`config.mk`:
```
export PLATFORM = sky130hd
export DESIGN_NAME = input_queued_switch_scheduler
export DESIGN_NICKNAME = d
export VERILOG_FILES = /design/src/rtl/iqss_pkg.sv /design/src/rtl/iqss_ram.sv /design/src/rtl/iqss_lane.sv /design/src/rtl/iqss_arbiter.sv /design/src/rtl/input_queued_switch_scheduler.sv
export SDC_FILE = /design/constraint.sdc
export NUM_CORES = 1
export LEC_CHECK = 0
export ABC_AREA = 1
export BUFFER_PORTS_ARGS = -buffer_cell sky130_fd_sc_hd__buf_4
export CORE_UTILIZATION = 60
export CTS_CLUSTER_DIAMETER = 100
export DETAILED_ROUTE_END_ITERATION = 8
export GPL_ROUTABILITY_DRIVEN = 0
export GPL_TIMING_DRIVEN = 0
export HOLD_SLACK_MARGIN = 0.02
export PLACE_DENSITY = 0.87
export RECOVER_POWER = 50
export SYNTH_ARGS = -nofsm -noshare
export SYNTH_HDL_FRONTEND = slang
export SYNTH_SLANG_ARGS = --single-unit
```
`constraint.sdc`:
```
create_clock -name clk -period 11.9 [get_ports clk]
set_input_delay 3.57 -clock clk [delete_from_list [all_inputs] [get_ports clk]]
set_output_delay 3.57 -clock clk [all_outputs]
set_load 0.005 [all_outputs]
```
`src/rtl/iqss_pkg.sv`:
```
`default_nettype none

package iqss_pkg;

  localparam int DEST_W      = 3;
  localparam int WAIT_W      = 8;
  localparam int NUM_OUTPUTS = 2 ** DEST_W;
  localparam int FIELD_PORTS = 8;
  localparam int ACTIVE_W    = 4;
  localparam int PADDR_W     = 3;

  localparam logic [WAIT_W-1:0]   WAIT_LIMIT         = 8'd253;
  localparam logic [WAIT_W-1:0]   DELAY_OFFSET       = 8'd2;
  localparam logic [ACTIVE_W-1:0] ACTIVE_PORTS_RESET = 4'd8;

  // Register index as decoded from paddr[2].
  localparam logic [0:0] REG_ACTIVE_PORTS = 1'b0;

  typedef logic [DEST_W-1:0] dest_t;
  typedef logic [WAIT_W-1:0] wait_t;

  typedef struct packed {
    logic  valid;
    dest_t dest;
  } lane_req_t;

  typedef struct packed {
    logic arrive;
    logic arbitrate;
    logic load;
  } lane_ctl_t;

endpackage

`default_nettype wire

```
`src/rtl/iqss_ram.sv`:
```
`default_nettype none

module iqss_ram #(
  parameter int WIDTH = 3,
  parameter int DEPTH = 4,
  parameter int AW    = (DEPTH > 1) ? $clog2(DEPTH) : 1
) (
  input  wire logic             clk,
  input  wire logic             we,
  input  wire logic [AW-1:0]    waddr,
  input  wire logic [WIDTH-1:0] wdata,
  input  wire logic [AW-1:0]    raddr,
  output logic      [WIDTH-1:0] rdata
);

  logic [WIDTH-1:0] mem [DEPTH];

  always_ff @(posedge clk) begin
    if (we) begin
      mem[waddr] <= wdata;
    end
    rdata <= mem[raddr];
  end

endmodule

`default_nettype wire

```
`src/rtl/iqss_lane.sv`:
```
`default_nettype none

module iqss_lane #(
  parameter int QUEUE_DEPTH = 4
) (
  input  wire logic                clk,
  input  wire logic                rst,
  input  wire iqss_pkg::lane_ctl_t ctl,
  input  wire logic                arr_en,
  input  wire iqss_pkg::dest_t     arr_dest,
  input  wire logic                grant,
  output iqss_pkg::lane_req_t      req,
  output iqss_pkg::wait_t          head_wait,
  output logic                     drop
);

  import iqss_pkg::*;

  localparam int PTR_W = (QUEUE_DEPTH > 1) ? $clog2(QUEUE_DEPTH) : 1;
  localparam int OCC_W = $clog2(QUEUE_DEPTH + 1);
  localparam int SUM_W = ((PTR_W > OCC_W) ? PTR_W : OCC_W) + 1;

  logic [OCC_W-1:0] occ;
  logic [PTR_W-1:0] rd_ptr;
  logic [PTR_W-1:0] ptr_inc;
  logic [PTR_W-1:0] tail;
  logic [SUM_W-1:0] tail_sum;
  logic             reload;
  logic             full;
  logic             push;
  logic             served;
  dest_t            head_dest;
  dest_t            rdata;

  always_comb begin
    full     = (occ == OCC_W'(QUEUE_DEPTH));
    push     = ctl.arrive && arr_en && !full;
    drop     = ctl.arrive && arr_en && full;
    served   = ctl.arbitrate && (occ != '0) && grant;
    ptr_inc  = (rd_ptr == PTR_W'(QUEUE_DEPTH - 1)) ? '0 : rd_ptr + 1'b1;
    // rd_ptr + occ stays below twice the depth, so one subtract wraps it.
    tail_sum = SUM_W'(rd_ptr) + SUM_W'(occ);
    if (tail_sum >= SUM_W'(QUEUE_DEPTH)) begin
      tail_sum = tail_sum - SUM_W'(QUEUE_DEPTH);
    end
    tail      = tail_sum[PTR_W-1:0];
    req.valid = (occ != '0);
    req.dest  = head_dest;
  end

  iqss_ram #(
    .WIDTH (DEST_W),
    .DEPTH (QUEUE_DEPTH)
  ) u_store (
    .clk   (clk),
    .we    (push),
    .waddr (tail),
    .wdata (arr_dest),
    .raddr (ptr_inc),
    .rdata (rdata)
  );

  always_ff @(posedge clk) begin
    if (rst) begin
      occ    <= '0;
      rd_ptr <= '0;
      reload <= 1'b0;
    end else begin
      if (push) begin
        occ <= occ + 1'b1;
      end
      if (served) begin
        occ    <= occ - 1'b1;
        rd_ptr <= ptr_inc;
        reload <= (occ > OCC_W'(1));
      end
      if (ctl.load) begin
        reload <= 1'b0;
      end
    end
  end

  // The head entry lives in registers; the store is read only to refill it.
  always_ff @(posedge clk) begin
    if (push && (occ == '0)) begin
      head_dest <= arr_dest;
      head_wait <= '0;
    end
    if (ctl.arbitrate && (occ != '0)) begin
      if (grant) begin
        head_wait <= '0;
      end else if (head_wait < WAIT_LIMIT) begin
        head_wait <= head_wait + 1'b1;
      end
    end
    if (ctl.load && reload) begin
      head_dest <= rdata;
    end
  end

  a_occ_bound: assert property (@(posedge clk) disable iff (rst)
    occ <= OCC_W'(QUEUE_DEPTH))
    else $error("queue occupancy above depth");

  a_grant_needs_head: assert property (@(posedge clk) disable iff (rst)
    (ctl.arbitrate && grant) |-> (occ != '0))
    else $error("grant to an empty queue");

  a_reload_after_serve: assert property (@(posedge clk) disable iff (rst)
    reload |-> $past(served))
    else $error("head refill without a departure");

endmodule

`default_nettype wire

```
`src/rtl/iqss_arbiter.sv`:
```
`default_nettype none

module iqss_arbiter #(
  parameter int NUM_PORTS = 8
) (
  input  wire iqss_pkg::lane_req_t [NUM_PORTS-1:0] req,
  output logic [NUM_PORTS-1:0]                     grant,
  output logic [iqss_pkg::NUM_OUTPUTS-1:0]         taken
);

  import iqss_pkg::*;

  logic blocked;

  // Each output takes the lowest-index input whose head asks for it.
  always_comb begin
    blocked = 1'b0;
    grant   = '0;
    taken   = '0;
    for (int i = 0; i < NUM_PORTS; i++) begin
      blocked = 1'b0;
      for (int k = 0; k < NUM_PORTS; k++) begin
        if ((k < i) && req[k].valid && (req[k].dest == req[i].dest)) begin
          blocked = 1'b1;
        end
      end
      grant[i] = req[i].valid && !blocked;
      if (grant[i]) begin
        taken[req[i].dest] = 1'b1;
      end
    end
  end

endmodule

`default_nettype wire

```
`src/rtl/input_queued_switch_scheduler.sv`:
```
// Input-queued crossbar scheduler. Each word on the slave stream is one time
// slot: s_tdata carries the arrival mask and a 3-bit destination per input.
// Arrivals are queued per input, then every output grants the lowest-index
// input whose head packet is addressed to it. One result word per slot leaves
// on the master stream with the served inputs, their delays (wait + 2), the
// inputs whose arrivals found a full queue, and the outputs that carried data.
// An item passes through these steps in order: accept, enqueue, arbitrate, head
// refill from the per-input store (one registered read), and result load. A new
// word is accepted only after the previous result word has been loaded.
// If the receiver stalls, the finished word waits in the output register and
// the block holds in its final step until the word is taken.
// The APB port holds active_ports at address 0; write it only while no slot
// is in flight. Reset empties all queues, sets active_ports to 8 and
// drops any pending result word.
`default_nettype none

module input_queued_switch_scheduler #(
  parameter int NUM_PORTS   = 8,
  parameter int QUEUE_DEPTH = 4
) (
  input  wire logic                         clk,
  input  wire logic                         rst,
  // arrival_mask [7:0], arrival_dests [31:8]
  input  wire logic [31:0]                  s_tdata,
  input  wire logic                         s_tvalid,
  output logic                              s_tready,
  // served_mask [7:0], served_delays [71:8], dropped_mask [79:72],
  // granted_outputs [87:80]
  output logic      [87:0]                  m_tdata,
  output logic                              m_tvalid,
  input  wire logic                         m_tready,
  input  wire logic                         psel,
  input  wire logic                         penable,
  input  wire logic                         pwrite,
  input  wire logic [iqss_pkg::PADDR_W-1:0] paddr,
  input  wire logic [31:0]                  pwdata,
  output logic      [31:0]                  prdata,
  output logic                              pready
);

  import iqss_pkg::*;

  localparam int CNT_W = $clog2(NUM_PORTS + 1);
  localparam int CMP_W = (CNT_W > ACTIVE_W) ? CNT_W : ACTIVE_W;
  localparam int SHOWN = (NUM_PORTS < FIELD_PORTS) ? NUM_PORTS : FIELD_PORTS;

  typedef enum logic [2:0] {
    S_IDLE,
    S_ARRIVE,
    S_ARB,
    S_LOAD,
    S_SEND
  } state_t;

  state_t                    state;
  logic [ACTIVE_W-1:0]       active_ports;
  logic [7:0]                in_mask;
  logic [23:0]               in_dests;
  logic [7:0]                res_served;
  logic [63:0]               res_delays;
  logic [7:0]                res_dropped;
  logic [NUM_OUTPUTS-1:0]    res_taken;

  logic [CMP_W-1:0]          ap_ext;
  logic [CMP_W-1:0]          eff_ports;
  lane_ctl_t                 ctl;
  lane_req_t [NUM_PORTS-1:0] req;
  logic [NUM_PORTS-1:0]      grant;
  logic [NUM_PORTS-1:0]      lane_drop;
  logic [NUM_PORTS-1:0]      arr_en;
  dest_t                     arr_dest [NUM_PORTS];
  wait_t                     lane_wait [NUM_PORTS];
  logic [NUM_OUTPUTS-1:0]    taken;
  logic [7:0]                drop_vec;
  logic [7:0]                served_vec;
  logic [63:0]               delay_vec;
  logic                      cfg_write;

  assign pready    = 1'b1;
  assign cfg_write = psel && penable && pwrite;
  assign prdata    = (paddr[2:2] == REG_ACTIVE_PORTS) ? 32'(active_ports) : 32'd0;
  assign s_tready  = (state == S_IDLE);

  always_comb begin
    ap_ext        = CMP_W'(active_ports);
    eff_ports     = (ap_ext > CMP_W'(NUM_PORTS)) ? CMP_W'(NUM_PORTS) : ap_ext;
    ctl.arrive    = (state == S_ARRIVE);
    ctl.arbitrate = (state == S_ARB);
    ctl.load      = (state == S_LOAD);
  end

  for (genvar i = 0; i < NUM_PORTS; i++) begin : g_lane
    if (i < FIELD_PORTS) begin : g_fed
      assign arr_dest[i] = in_dests[3*i +: 3];
      assign arr_en[i]   = in_mask[i] && (CMP_W'(i) < eff_ports) &&
                           (CMP_W'(in_dests[3*i +: 3]) < eff_ports);
    end else begin : g_unfed
      assign arr_dest[i] = '0;
      assign arr_en[i]   = 1'b0;
    end

    iqss_lane #(
      .QUEUE_DEPTH (QUEUE_DEPTH)
    ) u_lane (
      .clk       (clk),
      .rst       (rst),
      .ctl       (ctl),
      .arr_en    (arr_en[i]),
      .arr_dest  (arr_dest[i]),
      .grant     (grant[i]),
      .req       (req[i]),
      .head_wait (lane_wait[i]),
      .drop      (lane_drop[i])
    );
  end

  iqss_arbiter #(
    .NUM_PORTS (NUM_PORTS)
  ) u_arbiter (
    .req   (req),
    .grant (grant),
    .taken (taken)
  );

  always_comb begin
    drop_vec   = '0;
    served_vec = '0;
    delay_vec  = '0;
    for (int i = 0; i < SHOWN; i++) begin
      drop_vec[i]   = lane_drop[i];
      served_vec[i] = grant[i];
      if (grant[i]) begin
        delay_vec[8*i +: 8] = lane_wait[i] + DELAY_OFFSET;
      end
    end
  end

  always_ff @(posedge clk) begin
    if (rst) begin
      state        <= S_IDLE;
      m_tvalid     <= 1'b0;
      active_ports <= ACTIVE_PORTS_RESET;
    end else begin
      if (cfg_write && (paddr[2:2] == REG_ACTIVE_PORTS)) begin
        active_ports <= pwdata[ACTIVE_W-1:0];
      end
      // In the send step the output register is handled below.
      if (m_tvalid && m_tready && (state != S_SEND)) begin
        m_tvalid <= 1'b0;
      end
      unique case (state)
        S_IDLE: begin
          if (s_tvalid) begin
            in_mask  <= s_tdata[7:0];
            in_dests <= s_tdata[31:8];
            state    <= S_ARRIVE;
          end
        end
        S_ARRIVE: begin
          res_dropped <= drop_vec;
          state       <= S_ARB;
        end
        S_ARB: begin
          res_served <= served_vec;
          res_delays <= delay_vec;
          res_taken  <= taken;
          state      <= S_LOAD;
        end
        S_LOAD: begin
          state <= S_SEND;
        end
        S_SEND: begin
          if (!m_tvalid || m_tready) begin
            m_tvalid <= 1'b1;
            m_tdata  <= {res_taken, res_dropped, res_delays, res_served};
            state    <= S_IDLE;
          end
        end
        default: begin
          state <= S_IDLE;
        end
      endcase
    end
  end

  a_grant_count: assert property (@(posedge clk) disable iff (rst)
    m_tvalid |-> ($countones(m_tdata[7:0]) == $countones(m_tdata[87:80])))
    else $error("served inputs and granted outputs disagree");

  a_delay_iff_served: assert property (@(posedge clk) disable iff (rst)
    m_tvalid |-> ((m_tdata[7:0] == 8'd0) == (m_tdata[71:8] == 64'd0)))
    else $error("delay bytes do not match served inputs");

  a_load_from_send: assert property (@(posedge clk) disable iff (rst)
    $rose(m_tvalid) |-> ($past(state) == S_SEND))
    else $error("result word loaded outside the send step");

endmodule

`default_nettype wire
```
# --- Yosys cells after proc, flatten, opt, wreduce, memory -nomap -nowiden ---
# Memories as Yosys holds them, arrays and structs flattened. A register that Yosys moved wholly into a read port is not among the register bits.
# Index checks and enable logic that the tools add are counted.
classes:
  add_sub_neg: 56
  multipliers: 0
  div_mod_pow: 0
  magnitude_cmp: 57
  n_eq_ne: 51
  shift: 0
  n_mux: 156
  bitwise: 9
  n_reduce_logical: 176
ops:
  columns: ["operator", "n"]
  rows:
  - ["8-bit two-way mux", 40]
  - ["1-bit logical AND", 120]
  - ["3-bit two-way mux", 34]
  - ["3-bit == test", 28]
  - ["8-bit by 1-bit adder with 8-bit output (second input constant)", 8]
  - ["8-bit by 2-bit adder with 8-bit output (second input constant)", 8]
  - ["8-bit < comparator (second input constant)", 8]
  - ["8-bit OR", 7]
  - ["1-bit two-way mux", 55]
  - ["2-bit by 3-bit adder with 4-bit output", 8]
  - ["4-bit by 3-bit >= comparator with 1-bit output (second input constant)", 8]
  - ["3-bit by 4-bit < comparator with 1-bit output", 8]
  - ["3-bit by 4-bit < comparator with 1-bit output (second input constant)", 8]
  - ["2-bit two-way mux", 16]
  - ["2-bit nonzero test", 16]
  - ["3-bit == test (second input constant)", 9]
  - ["3-bit logical NOT", 9]
  - ["3-bit by 1-bit adder with 3-bit output (second input constant)", 8]
  - ["1-bit demux with 3-bit select", 8]
  - ["3-bit by 1-bit >= comparator with 1-bit output (second input constant)", 8]
  - ["3-bit by 1-bit greater-than comparator with 1-bit output (second input constant)", 8]
  - ["3-bit nonzero test", 8]
  - ["3-bit by 1-bit subtractor with 3-bit output (second input constant)", 8]
  - ["2-bit by 1-bit adder with 2-bit output (second input constant)", 8]
  - ["other kinds (18)", 59]
word_totals:
  reg_bits: 352
  latchBits: 0
  ram_bits: 96
  romBits: 0
  inputBits: 74
  out_inout_bits: 123
  mem_count: 8
mem_list:
  columns: ["memory", "depth", "width", "read_ports", "rd_clocked_by_memory_dff", "wr", "line_no", "source"]
  rows:
  - ["g_lane[0].u_lane.u_store.mem", 4, 3, 1, 1, 1, "iqss_ram.sv:16", "logic [WIDTH-1:0] mem [DEPTH];"]
  - ["g_lane[1].u_lane.u_store.mem", 4, 3, 1, 1, 1, "iqss_ram.sv:16", null]
  - ["g_lane[2].u_lane.u_store.mem", 4, 3, 1, 1, 1, "iqss_ram.sv:16", null]
  - ["g_lane[3].u_lane.u_store.mem", 4, 3, 1, 1, 1, "iqss_ram.sv:16", null]
  - ["g_lane[4].u_lane.u_store.mem", 4, 3, 1, 1, 1, "iqss_ram.sv:16", null]
  - ["g_lane[5].u_lane.u_store.mem", 4, 3, 1, 1, 1, "iqss_ram.sv:16", null]
  - ["+2 memories", null, null, null, null, null, null, null]

# --- Depth between registers and ports, before layout ---
logic_depth:
  depth_word: 19
  ltp_mapped: 15
  depth_no_buf: 14

# --- By module ---
# From an unflattened synthesis, not the netlist that was laid out.
unflattened:
  cells_unflattened: 2807
  hier_area_um2: 24405.9
by_module_without_submodules:
  columns: ["mod", "n_inst", "cells_each", "area_each_um2"]
  rows:
  - ["iqss_lane", 8, 142, 1072.3]
  - ["input_queued_switch_scheduler", 1, 638, 8558.2]
  - ["iqss_ram", 8, 57, 590.6]
  - ["iqss_arbiter", 1, 577, 2544.9]

# --- Worst setup path after synthesis ---
# OpenSTA, ideal clock, no wires.
synth_path:
  kind: "input-to-reg"
  from: "input port rst"
  to: "register m_tdata[0], enable pin"
  arrival_time_ns: 9.771
  setup_slack_ns: 1.486
  path_stages: 2
  path_cell_list: "clkbuf_1 > nor3_1"
synth_via:
  elab_chain_cells: 2
synth_lines:
  columns: ["element", "line_no", "source"]
  rows:
  - ["start, declared", "input_queued_switch_scheduler.sv:22", "input wire logic rst,"]
  - ["1-bit inverter (no line)", null, null]
  - ["3-bit AND reduction (no line)", null, null]
  - ["end signal, assigned", "input_queued_switch_scheduler.sv:175", "m_tdata <= {res_taken, res_dropped, res_delays, res_served};"]
  - ["end, declared", "input_queued_switch_scheduler.sv:29", "output logic [87:0] m_tdata,"]
# Every way passes these cells.
# A chain may end at the register's enable or synchronous reset.

# --- Worst setup path after layout ---
layout_path:
  from: "input port paddr[2] (netlist bit)"
  to: "output port prdata[3]"
layout_via:
  elab_chain_cells: 1
layout_lines:
  columns: ["element", "line_no", "source"]
  rows:
  - ["start, declared", "input_queued_switch_scheduler.sv:35", "input wire logic [iqss_pkg::PADDR_W-1:0] paddr,"]
  - ["4-bit two-way mux", "input_queued_switch_scheduler.sv:81", "assign prdata = (paddr[2:2] == REG_ACTIVE_PORTS) ? 32'(active_ports) : 32'd0;"]
  - ["end, declared", "input_queued_switch_scheduler.sv:37", "output logic [31:0] prdata,"]
# Every way passes these cells.

==> impl_metrics.toml <==
[final_layout]
nets = 2776
fin_cells = 3160
filler_cell_count = 2577
area_growth_pct = 14.3
register_area_um2 = 12700
drive_above_1_share_pct = 13.4
multi_input_area_um2 = 8460
diodes = 0

[pwr]
vdd.ir_drop.worst_mv = 0.117
finalPower_mw = 3.69
leakage_nw = 10.6
powerDensity_nw_per_um2 = 142

[die]
die_x_um = 197
core_um2 = 37000
rows = 70
fp.dieH_um = 197
initial_core_util_pct = 61.4
die_area_um2 = 38600
ios = 197

[setup_path]
endpoint_kind = "primary output"
cp.required_ps = 8330
path_max_fanout = 5
path_class = "in2out"
cp.arrival_ps = 3920
start_kind = "input pin"

[timing]
rsz0062_at_grt = "false"
slew_headroom_pct = -14.0
min_period_ps = 7490
fin_ws_ps = 4410
tightest_slew_ps = 1700
hold_violations = 0
hold_slack_ps = 404
finalMaxSlewViolations = 10
fmax_mhz = 134
fin_worst_skew_ps = 28.1
finalCritPeriodShare_pct = 62.9
setup_viol = 0

[detailed_routing]
drc_errors = 0
wl_um = 52400
drt_iter0_markers = 2152
avgRoutedWirePerCell_um = 16.6
drt-pass1-iter-count = 8
num_vias = 17900
antenna_left = 0
drt-vias-per-instance = 5.67

[clock_network]
numClockSinks = 472
cts_hold_buf = 0
clk_latency_ps = 590
cts_tree = "yes"
h-tree-depth = 2
clkTransAtPathRegs_ps = 60
root_buffer = "clkbuf_16"
cts.path.max_buffers = 3
ctsResizeCount = 0
postCtsSetupRepairBufs = 0
cts_buffers = 47

[global_routing]
grt.met2_usage_pct = 45.5
grt_usage_pct = 27.3
grt_pass1_wl_um = 83800
grt_busiest_layer = "met2"
antenna_found_initial = 0
grt_max_degree = 39
grt_util_met1_pct = 34.2
grt_pass1_vias = 17100
overflow = 0
met3_usage_pct = 5.44

[synth]
synth_cell_type_count = 53
seq_area_frac_synth_pct = 56.1
avgSynthCellArea_um2 = 9.47
synth-seq-cells = 472
syn_inst = 2397
syn_area_um2 = 22700
synth_warnings = 0

[worst_hold_path]
timing.hold.worst.class = "reg2reg"

[run_status]
violations = "max-capacitance violations, max-slew violations"
status = "complete, but fails checks"

[placed_design]
pre_cts_ws_ps = 4410
placed_cells = 3074
io_buffers = 136
hpwl_um = 36900

[run]
cap_violations = 1
cells in the mapped netlist (all sizes together):
master,number,share of area (%)
nand4,33,0.99
o22ai,23,0.63
o2111ai,1,0.039
nor3b,6,0.22
dfxtp,144,13
o21a,1,0.033
nand3,117,2.7
conb,2,0.033
o2bb2ai,1,0.039
or2,9,0.25
and2,4,0.11
nor3,46,1.1
nand3b,5,0.17
mux2,23,1.1
clkbuf,7,0.12
nand2,476,8.1
and3,2,0.055
o31ai,3,0.099
nor2,355,6.3
inv,258,4.3
nor4,3,0.11
a21oi,99,2.2
xor2,66,2.5
a22oi,2,0.066
xnor2,32,1.2
o21ai,195,4.3
o211ai,3,0.099
o21bai,1,0.033
ha,83,4.6
clkinv,1,0.022
buf,68,2.2
edfxtp,328,43
stage by stage:
step / cell area [um2] / util, % / TNS [ps]
6_report: 25900 / 70.2 / 0
5_1_grt: 25900 / 70.2 / 0
4_1_cts: 26100 / 70.7 / 0
3_5_place_dp: 24600 / 66.6 / 0
3_3_place_gp: 24500 / 66.2 / -104790
2_1_floorplan: 22800 / - / 0
per-layer routing:
metal | vias to the layer above | wire length, um
met5 | - | 0
met4 | 0 | 2170
met3 | 199 | 4800
met2 | 970 | 25000
met1 | 8356 | 20400
li1 | 8396 | -
cell type report:
type | count | share of cell area (%)
repair buffers | 146 | 4.46
clock inverters | 23 | 0.844
clock buffers | 63 | 4.93
inverters | 259 | 3.77
plain buffers | 75 | 1.90
multi-input cells | 1618 | 32.6
well taps | 504 | 2.43
flip-flops and latches | 472 | 49.1
critical path, cell delays in order:
cell and delay, ps:
buf_4 130, nor2_1 100, buf_4 120
placed cells by master (no fill, tap or decap), drive strengths merged, types with 4 or more instances in the layout:
| master | netlist | final |
|---|---|---|
| o22ai | 23 | 23 |
| o21ai | 195 | 195 |
| edfxtp | 328 | 328 |
| bufinv | 0 | 4 |
| or2 | 9 | 9 |
| nand3b | 5 | 5 |
| and2 | 4 | 4 |
| buf | 68 | 207 |
| inv | 258 | 257 |
| ha | 83 | 83 |
| clkinv | 1 | 17 |
| a21oi | 99 | 99 |
| mux2 | 23 | 23 |
| conb | 2 | 29 |
| xor2 | 66 | 66 |
| xnor2 | 32 | 32 |
| nor3 | 46 | 46 |
| clkbuf | 7 | 77 |
| nor3b | 6 | 6 |
| clkinvlp | 0 | 4 |
| nand2 | 476 | 476 |
| nor2 | 355 | 355 |
| dfxtp | 144 | 144 |
| nand3 | 117 | 117 |
| nand4 | 33 | 33 |
report_power, final:
part | internal (mW) | leakage, nW | switching [mW]
logic | 0.120 | 5.71 | 0.254
registers | 1.82 | 4.17 | 0.0543
clock network | 0.841 | 0.728 | 0.600
path summary, 6_finish.rpt:
path | startpoint | end | slack, ps | cells past startpoint
worst max-delay path | paddr[2] | prdata[3] | 4410 | 3
worst min-delay path | res_delays[48] | m_tdata[56] | 400 | 0
worst max register to register | g_lane[0].u_lane.occ[0] | g_lane[5].u_lane.head_wait[1] | 8440 | 13
worst min register to register | res_delays[48] | m_tdata[56] | 400 | 0
cell families (layout without fill, tap and decap cells):
family          count (synthesis)  after routing  share of synthesized area [%]
simple gates                 1056           1056                           20.2
fa+ha+maj                      83             83                           4.57
compound gates                329            329                           7.55
xor+xnor                       98             98                           3.78
buf+inv                       334            566                           6.63
flops                         472            472                           56.1
other cells                     2             29                         0.0331
mux                            23             23                           1.14
sequential cells by signal, summed over array words and instances (netlist names):
name and cells:
res_delays 64, m_tdata 88, g_lane.u_lane.rd_ptr 16, g_lane.u_lane.head_dest 24
res_taken 8, m_tvalid 1, g_lane.u_lane.u_store.mem 96, active_ports 4
in_dests 24, g_lane.u_lane.occ 24, res_dropped 8, in_mask 8
state 3, res_served 8, g_lane.u_lane.reload 8, g_lane.u_lane.u_store.rdata 24
g_lane.u_lane.head_wait 64
(Power assumes the default switching activity.)
